<file path="src/rtl/b64d_pkg.sv">
`timescale 1ns / 1ps
`default_nettype none

package b64d_pkg;

    // The padding character counts as zero but shortens the final group.
    localparam logic [7:0] PAD_CHAR = 8'h3D;

    // Byte counts that one group can produce.
    localparam logic [1:0] BYTES_ONE   = 2'd1;
    localparam logic [1:0] BYTES_TWO   = 2'd2;
    localparam logic [1:0] BYTES_THREE = 2'd3;

    // Positions within a group of four characters.
    localparam logic [1:0] POS_FIRST  = 2'd0;
    localparam logic [1:0] POS_SECOND = 2'd1;
    localparam logic [1:0] POS_THIRD  = 2'd2;
    localparam logic [1:0] POS_FOURTH = 2'd3;

    // One finished group, handed from the front to the back.
    typedef struct packed {
        logic [23:0] word;
        logic [1:0]  n_bytes;
        logic        msg_end;
    } t_group_entry;

    // Status of the queue between the front and the back.
    typedef struct packed {
        logic full;
        logic empty;
    } t_queue_status;

    // Character to 6-bit value; standard and URL-safe alphabets both accepted.
    function automatic logic [5:0] map_char(input logic [7:0] c);
        logic [5:0] v;
        v = 6'd0;
        unique case (c) inside
            [8'h41:8'h5A]:        v = 6'(c - 8'h41);
            [8'h61:8'h7A]:        v = 6'(c - 8'h61 + 8'd26);
            [8'h30:8'h39]:        v = 6'(c - 8'h30 + 8'd52);
            8'h2B, 8'h2D, 8'h2E:  v = 6'd62;
            8'h2F, 8'h5F, 8'h2C:  v = 6'd63;
            default:              v = 6'd0;
        endcase
        return v;
    endfunction

endpackage

`default_nettype wire

</file>
<file path="src/rtl/b64d_front.sv">
`timescale 1ns / 1ps
`default_nettype none

module b64d_front (
    input  wire logic                  i_clk,
    input  wire logic                  i_rst_n,
    input  wire logic                  i_accept,
    input  wire logic [7:0]            i_char_code,
    input  wire logic                  i_end_of_text,
    output logic                       o_push,
    output b64d_pkg::t_group_entry     o_entry
);
    import b64d_pkg::*;

    logic [17:0] r_sextets, n_sextets;
    logic [1:0]  r_pos, n_pos;
    logic        r_third_pad, n_third_pad;

    logic [5:0]  value;
    logic        is_pad;
    logic [23:0] joined;

    assign value  = map_char(i_char_code);
    assign is_pad = (i_char_code == PAD_CHAR);
    assign joined = {r_sextets, value};

    // Classify the character: gather it, or close the group and emit an entry.
    always_comb begin
        n_sextets       = r_sextets;
        n_pos           = r_pos;
        n_third_pad     = r_third_pad;
        o_push          = 1'b0;
        o_entry.word    = joined;
        o_entry.n_bytes = BYTES_THREE;
        o_entry.msg_end = i_end_of_text;
        if (i_accept) begin
            if (!i_end_of_text && r_pos != POS_FOURTH) begin
                n_sextets = joined[17:0];
                n_pos     = r_pos + 2'd1;
                if (r_pos == POS_THIRD) begin
                    n_third_pad = is_pad;
                end
            end else begin
                o_push      = 1'b1;
                n_sextets   = '0;
                n_pos       = POS_FIRST;
                n_third_pad = 1'b0;
                if (i_end_of_text) begin
                    // Left-align the partial group within the 24-bit word.
                    unique case (r_pos)
                        POS_FIRST: begin
                            o_entry.word    = {value, 18'd0};
                            o_entry.n_bytes = BYTES_ONE;
                        end
                        POS_SECOND: begin
                            o_entry.word    = {joined[11:0], 12'd0};
                            o_entry.n_bytes = BYTES_ONE;
                        end
                        POS_THIRD: begin
                            o_entry.word    = {joined[17:0], 6'd0};
                            o_entry.n_bytes = is_pad ? BYTES_ONE : BYTES_TWO;
                        end
                        default: begin
                            o_entry.word = joined;
                            if (!is_pad) begin
                                o_entry.n_bytes = BYTES_THREE;
                            end else begin
                                o_entry.n_bytes = r_third_pad ? BYTES_ONE : BYTES_TWO;
                            end
                        end
                    endcase
                end
            end
        end
    end

    // Group state registers.
    always_ff @(posedge i_clk) begin
        if (!i_rst_n) begin
            r_sextets   <= '0;
            r_pos       <= POS_FIRST;
            r_third_pad <= 1'b0;
        end else begin
            r_sextets   <= n_sextets;
            r_pos       <= n_pos;
            r_third_pad <= n_third_pad;
        end
    end

    // A message's last character always leaves the group state clear.
    a_clear_after_end: assert property (@(posedge i_clk) disable iff (!i_rst_n)
        (i_accept && i_end_of_text) |=> (r_pos == POS_FIRST && r_sextets == 18'd0))
        else $error("group state not cleared after end of text");

endmodule

`default_nettype wire

</file>
<file path="src/rtl/b64d_queue.sv">
`timescale 1ns / 1ps
`default_nettype none

module b64d_queue #(
    parameter int DEPTH = 2
) (
    input  wire logic                  i_clk,
    input  wire logic                  i_rst_n,
    input  wire logic                  i_push,
    input  wire b64d_pkg::t_group_entry i_entry,
    input  wire logic                  i_pop,
    output b64d_pkg::t_group_entry     o_entry,
    output b64d_pkg::t_queue_status    o_status
);
    import b64d_pkg::*;

    localparam int PTR_W  = $clog2(DEPTH);
    localparam int FILL_W = $clog2(DEPTH + 1);

    t_group_entry      r_mem [DEPTH];
    logic [PTR_W-1:0]  r_wr_ptr, r_rd_ptr;
    logic [FILL_W-1:0] r_fill;

    assign o_status.full  = (r_fill == FILL_W'(DEPTH));
    assign o_status.empty = (r_fill == '0);
    assign o_entry        = r_mem[r_rd_ptr];

    // Entry storage.
    always_ff @(posedge i_clk) begin
        if (i_push) begin
            r_mem[r_wr_ptr] <= i_entry;
        end
    end

    // Pointers and fill count.
    always_ff @(posedge i_clk) begin
        if (!i_rst_n) begin
            r_wr_ptr <= '0;
            r_rd_ptr <= '0;
            r_fill   <= '0;
        end else begin
            if (i_push) begin
                r_wr_ptr <= (r_wr_ptr == PTR_W'(DEPTH - 1)) ? '0 : r_wr_ptr + 1'b1;
            end
            if (i_pop) begin
                r_rd_ptr <= (r_rd_ptr == PTR_W'(DEPTH - 1)) ? '0 : r_rd_ptr + 1'b1;
            end
            if (i_push && !i_pop) begin
                r_fill <= r_fill + 1'b1;
            end else if (!i_push && i_pop) begin
                r_fill <= r_fill - 1'b1;
            end
        end
    end

    a_no_overflow: assert property (@(posedge i_clk) disable iff (!i_rst_n)
        i_push |-> !o_status.full)
        else $error("queue written while full");

    a_no_underflow: assert property (@(posedge i_clk) disable iff (!i_rst_n)
        i_pop |-> !o_status.empty)
        else $error("queue read while empty");

endmodule

`default_nettype wire

</file>
<file path="src/rtl/b64d_back.sv">
`timescale 1ns / 1ps
`default_nettype none

module b64d_back (
    input  wire logic                   i_clk,
    input  wire logic                   i_rst_n,
    input  wire b64d_pkg::t_group_entry i_entry,
    input  wire b64d_pkg::t_queue_status i_status,
    output logic                        o_pop,
    output logic                        o_valid,
    input  wire logic                   i_ready,
    output logic [7:0]                  o_data_byte,
    output logic                        o_run_last,
    output logic                        o_message_last
);
    import b64d_pkg::*;

    logic        r_busy;
    logic [23:0] r_word;
    logic [1:0]  r_count;
    logic [1:0]  r_idx;
    logic        r_msg_end;
    logic        final_byte;

    assign final_byte     = ((r_idx + 2'd1) == r_count);
    assign o_valid        = r_busy;
    assign o_run_last     = final_byte;
    assign o_message_last = final_byte && r_msg_end;

    // Pick the byte of the current group, most significant first.
    always_comb begin
        unique case (r_idx)
            2'd0:    o_data_byte = r_word[23:16];
            2'd1:    o_data_byte = r_word[15:8];
            default: o_data_byte = r_word[7:0];
        endcase
    end

    // Take a new group when idle or as the last byte of the current one leaves.
    assign o_pop = !i_status.empty && (!r_busy || (i_ready && final_byte));

    always_ff @(posedge i_clk) begin
        if (!i_rst_n) begin
            r_busy <= 1'b0;
            r_idx  <= '0;
        end else if (o_pop) begin
            r_busy <= 1'b1;
            r_idx  <= '0;
        end else if (r_busy && i_ready) begin
            if (final_byte) begin
                r_busy <= 1'b0;
            end else begin
                r_idx <= r_idx + 2'd1;
            end
        end
    end

    always_ff @(posedge i_clk) begin
        if (o_pop) begin
            r_word    <= i_entry.word;
            r_count   <= i_entry.n_bytes;
            r_msg_end <= i_entry.msg_end;
        end
    end

    a_count_nonzero: assert property (@(posedge i_clk) disable iff (!i_rst_n)
        r_busy |-> (r_count != 2'd0 && r_idx < r_count))
        else $error("byte index outside group");

endmodule

`default_nettype wire

</file>
<file path="src/rtl/base64_decoder_core.sv">
`timescale 1ns / 1ps
`default_nettype none

// Channel   Direction  Handshake                  Payload
// input     in         i_in_valid / o_in_ready    i_char_code, i_end_of_text
// output    out        o_out_valid / i_out_ready  o_data_byte, o_run_last, o_message_last
//
// One character is taken per cycle while o_in_ready is high; the front holds it in
// the group state. A closed group goes into a queue of QUEUE_DEPTH entries; the back
// loads it from there and sends one byte per cycle while i_out_ready is high.
// o_in_ready is low only while the queue is full.
// Reset is synchronous, active low, and clears group, queue and back state.

module base64_decoder_core #(
    parameter int QUEUE_DEPTH = 2
) (
    input  wire logic       i_clk,
    input  wire logic       i_rst_n,
    input  wire logic       i_in_valid,
    output logic            o_in_ready,
    input  wire logic [7:0] i_char_code,
    input  wire logic       i_end_of_text,
    output logic            o_out_valid,
    input  wire logic       i_out_ready,
    output logic [7:0]      o_data_byte,
    output logic            o_run_last,
    output logic            o_message_last
);
    import b64d_pkg::*;

    t_group_entry  push_entry, pop_entry;
    t_queue_status q_status;
    logic          push, pop, in_accept;

    assign o_in_ready = !q_status.full;
    assign in_accept  = i_in_valid && o_in_ready;

    b64d_front u_front (
        .i_clk         (i_clk),
        .i_rst_n       (i_rst_n),
        .i_accept      (in_accept),
        .i_char_code   (i_char_code),
        .i_end_of_text (i_end_of_text),
        .o_push        (push),
        .o_entry       (push_entry)
    );

    b64d_queue #(
        .DEPTH (QUEUE_DEPTH)
    ) u_queue (
        .i_clk    (i_clk),
        .i_rst_n  (i_rst_n),
        .i_push   (push),
        .i_entry  (push_entry),
        .i_pop    (pop),
        .o_entry  (pop_entry),
        .o_status (q_status)
    );

    b64d_back u_back (
        .i_clk          (i_clk),
        .i_rst_n        (i_rst_n),
        .i_entry        (pop_entry),
        .i_status       (q_status),
        .o_pop          (pop),
        .o_valid        (o_out_valid),
        .i_ready        (i_out_ready),
        .o_data_byte    (o_data_byte),
        .o_run_last     (o_run_last),
        .o_message_last (o_message_last)
    );

endmodule

`default_nettype wire
</file>
<file path="config.mk">
export PLATFORM = sky130hd
export DESIGN_NAME = base64_decoder_core
export DESIGN_NICKNAME = d
export VERILOG_FILES = /design/src/rtl/b64d_pkg.sv /design/src/rtl/b64d_front.sv /design/src/rtl/b64d_queue.sv /design/src/rtl/b64d_back.sv /design/src/rtl/base64_decoder_core.sv
export SDC_FILE = /design/constraint.sdc
export NUM_CORES = 1
export LEC_CHECK = 0
export BUFFER_PORTS_ARGS = -buffer_cell sky130_fd_sc_hd__buf_2
export CORE_ASPECT_RATIO = 2
export CORE_MARGIN = 1
export CORE_UTILIZATION = 65
export CTS_CLUSTER_DIAMETER = 30
export DETAILED_ROUTE_END_ITERATION = 7
export PLACE_DENSITY = 0.84
export SLEW_MARGIN = 20
export SYNTH_ARGS = -nofsm -noshare
export SYNTH_HDL_FRONTEND = slang
export SYNTH_HIERARCHICAL = 1
export SYNTH_SLANG_ARGS = --single-unit
</file>
<file path="constraint.sdc">
create_clock -name i_clk -period 6.75 [get_ports i_clk]
set_input_delay 0.3375 -clock i_clk [delete_from_list [all_inputs] [get_ports i_clk]]
set_output_delay 0.3375 -clock i_clk [all_outputs]
set_load 0.1 [all_outputs]
</file>
==> run metrics <==
status finished clean; Die Span X 65.7 um; post-synthesis cell type count 60; total number of vias about 3600; synth cell count leaders edfxtp_1, nand2_1, nor2_1; Slew Viols, Final 0; die area ~0.0085 mm^2; Detail Route Antenna Nets 0; CP max FO 29; Synth Warn # 6; Inserted Diodes 0; asr flop ratio synth 0; synthesized area 0.00527 mm^2; Synth top area share 0.461; Clock transition at path regs ~0.070 ns; post-cts sizing count 0; most frequent cell after synthesis edfxtp_1; # Post-CTS Setup Buffers 0; fin nets 504; area leader, netlist edfxtp_1; area delta synth->final 9.51%; CTS Hold Buffers Added 0; crit share post-route 0.424; post-synthesis instance total about 460; Syn Area/Cell around 12 um^2; dpl cells approximately 560; worst-skew pair later-pin latency between 0.3 and 0.4 ns; endpoints failing setup 0; synth top area cells edfxtp_1, dfxtp_1, mux2_2; worst hold slack between 0.2 and 0.3 ns; share of cells above drive strength 1 0.176; total CTS buffers 9; EDFF count, synth slightly above 80; First DRT Iteration DRCs 227; Most used DFF post-synth edfxtp_1; TritonCTS clock tree yes; Power, Total 2.34 mW; DRC Markers 0; Seq/Total Area, Yosys 0.571; Layout Skew roughly 0.0080 ns; RSZ-0062 raised after global routing no; vias in the first global route between 3000 and 4000; Root Buffer clkbuf_16; dpl hpwl ~8100 um; global-route wire length before repair between 15000 and 20000 um; worst endpoint data arrival time between 3 and 4 ns; Slew HR 0.268; startpoint type of the worst setup path register; overall global routing resource usage 0.293; final wirelength between 10000 and 15000 um; Avg WL per Cell 19.9 um; Fin Setup TNS 0 ns; max cap viols 0; fmax roughly 0.35 GHz; row cnt between 40 and 50; worst min-delay path category in -> reg; final hold viol count 0; pwr dens 405 mW/mm^2; Critical Path RT between 7 and 8 ns; Least-Margin Pin Slew roughly 1.1 ns; post-synth net total around 500; Die Y around 130 um; pin count of the biggest net entering global routing 30; Clock Path Buffers 2; pre-CTS setup slack 3.86 ns; initial antenna violation count 0; PortBufs 24; First-pass DRT Iterations 5; placer's final routability congestion estimate about 0.99; min Tclk post-route ~2.9 ns; Placeable Area between 0.007 and 0.008 mm^2; final instance count without filler cells around 570; Clock Sinks 110; Yosys reg bits between 100 and 150; final setup margin around 3.9 ns; GR Overflow Total 0; Leak ~2.1 nW; starting density of the core 0.669; kind of critical path reg -> reg; Peak VDD IR about 200 uV; vias per cell between 6 and 7; Crit. End Element register; io pins 25; # H-tree levels 3
==> routing by layer <==
| layer | wire (um) | global-route usage | vias to the layer above |
|---|---|---|---|
| li1 | - | - | 1716 |
| met1 | 4040 | 0.293 | 1753 |
| met2 | 6440 | 0.547 | 129 |
| met3 | 445 | 0.0467 | 29 |
| met4 | 512 | 0.171 | 0 |
| met5 | 0 | 0 | - |
==> power breakdown <==
| group | leakage [nW] | total (mW) | internal (mW) | switching (mW) |
|---|---|---|---|---|
| combinational | 0.977 | 0.835 | 0.206 | 0.629 |
| clock | 0.159 | 0.555 | 0.327 | 0.228 |
| sequential | 0.993 | 0.951 | 0.874 | 0.0773 |
| total | 2.13 | 2.34 | 1.41 | 0.934 |
==> sequential cells by signal, indices dropped and copies added (netlist names), named ones only <==
signal	cells
u_queue/r_wr_ptr	1
u_back/r_idx	2
u_back/r_count	2
u_back/r_msg_end	1
u_back/o_valid	1
u_queue/r_mem	54
u_front/r_pos	2
u_front/r_sextets	18
u_back/r_word	24
u_front/r_third_pad	1
u_queue/r_rd_ptr	1
u_queue/r_fill	2
==> kinds of logic after synthesis <==
family                   share of synthesized area
AO/OA/AOI/OAI                                0.149
XOR/XNOR                                    0.0199
adder cells (fa/ha/maj)                     0.0427
buffers and inverters                       0.0304
flip-flops                                   0.571
multiplexers                                0.0643
AND/OR/NAND/NOR                              0.123
==> stage by stage <==
stage | utilization | cell area, um^2
2_1_floorplan | - | 5270
3_3_place_gp | 0.691 | 5450
3_5_place_dp | 0.691 | 5450
4_1_cts | 0.732 | 5770
5_1_grt | 0.732 | 5780
6_report | 0.732 | 5780
==> cell type report <==
type                            instances  area, um^2
Multi-Input combinational cell        308        2110
Tap cell                               96         120
Clock buffer                            9         225
Fill cell                             529        2110
Clock inverter                          7        97.6
Timing Repair Buffer                   28         150
Inverter                               16        60.1
Sequential cell                       110        3010
==> cell usage in the layout, fill, tap and decap left out, types with 4 or more instances in the layout <==
cell type | synthesis | final
xnor2_1 | 7 | 7
a221oi_1 | 4 | 4
clkbuf_16 | 0 | 9
nor2_1 | 38 | 38
nor2b_1 | 18 | 17
nand2_1 | 38 | 38
inv_1 | 15 | 15
mux2_2 | 27 | 27
buf_4 | 3 | 4
xor2_1 | 5 | 5
o21ai_0 | 19 | 19
a21oi_1 | 36 | 35
and3_1 | 4 | 4
ha_1 | 18 | 18
nor3_1 | 4 | 4
buf_2 | 2 | 24
edfxtp_1 | 81 | 81
a22oi_1 | 10 | 10
dfxtp_1 | 29 | 28
nand3_1 | 6 | 6
nand2b_1 | 4 | 4
o31ai_1 | 8 | 8
==> critical path, stage by stage, from the launching register on <==
cell      delay [ns]
dfxtp_1         0.46
inv_1           0.11
ha_1            0.37
xnor2_1         0.29
nand3_1         0.14
a21oi_2         0.15
buf_4           0.37
inv_1           0.09
ha_1            0.32
or3_1           0.35
a21boi_1        0.14
==> worst paths after layout <==
path                                                     start  depth (start not counted)                        endpoint  slack (ns)
worst max-delay path              u_back/r_idx[0]$_SDFFE_PP0P_                         10  u_queue/r_fill[1]$_SDFFE_PN0P_        3.89
worst min-delay path                               i_out_ready                          2     u_back/o_valid$_SDFFE_PN0P_        0.28
worst max register to register    u_back/r_idx[0]$_SDFFE_PP0P_                         10  u_queue/r_fill[1]$_SDFFE_PN0P_        3.89
worst min register to register  u_queue/r_fill[1]$_SDFFE_PN0P_                          2  u_queue/r_fill[1]$_SDFFE_PN0P_        0.52
Power figures use the tool's default switching activity.
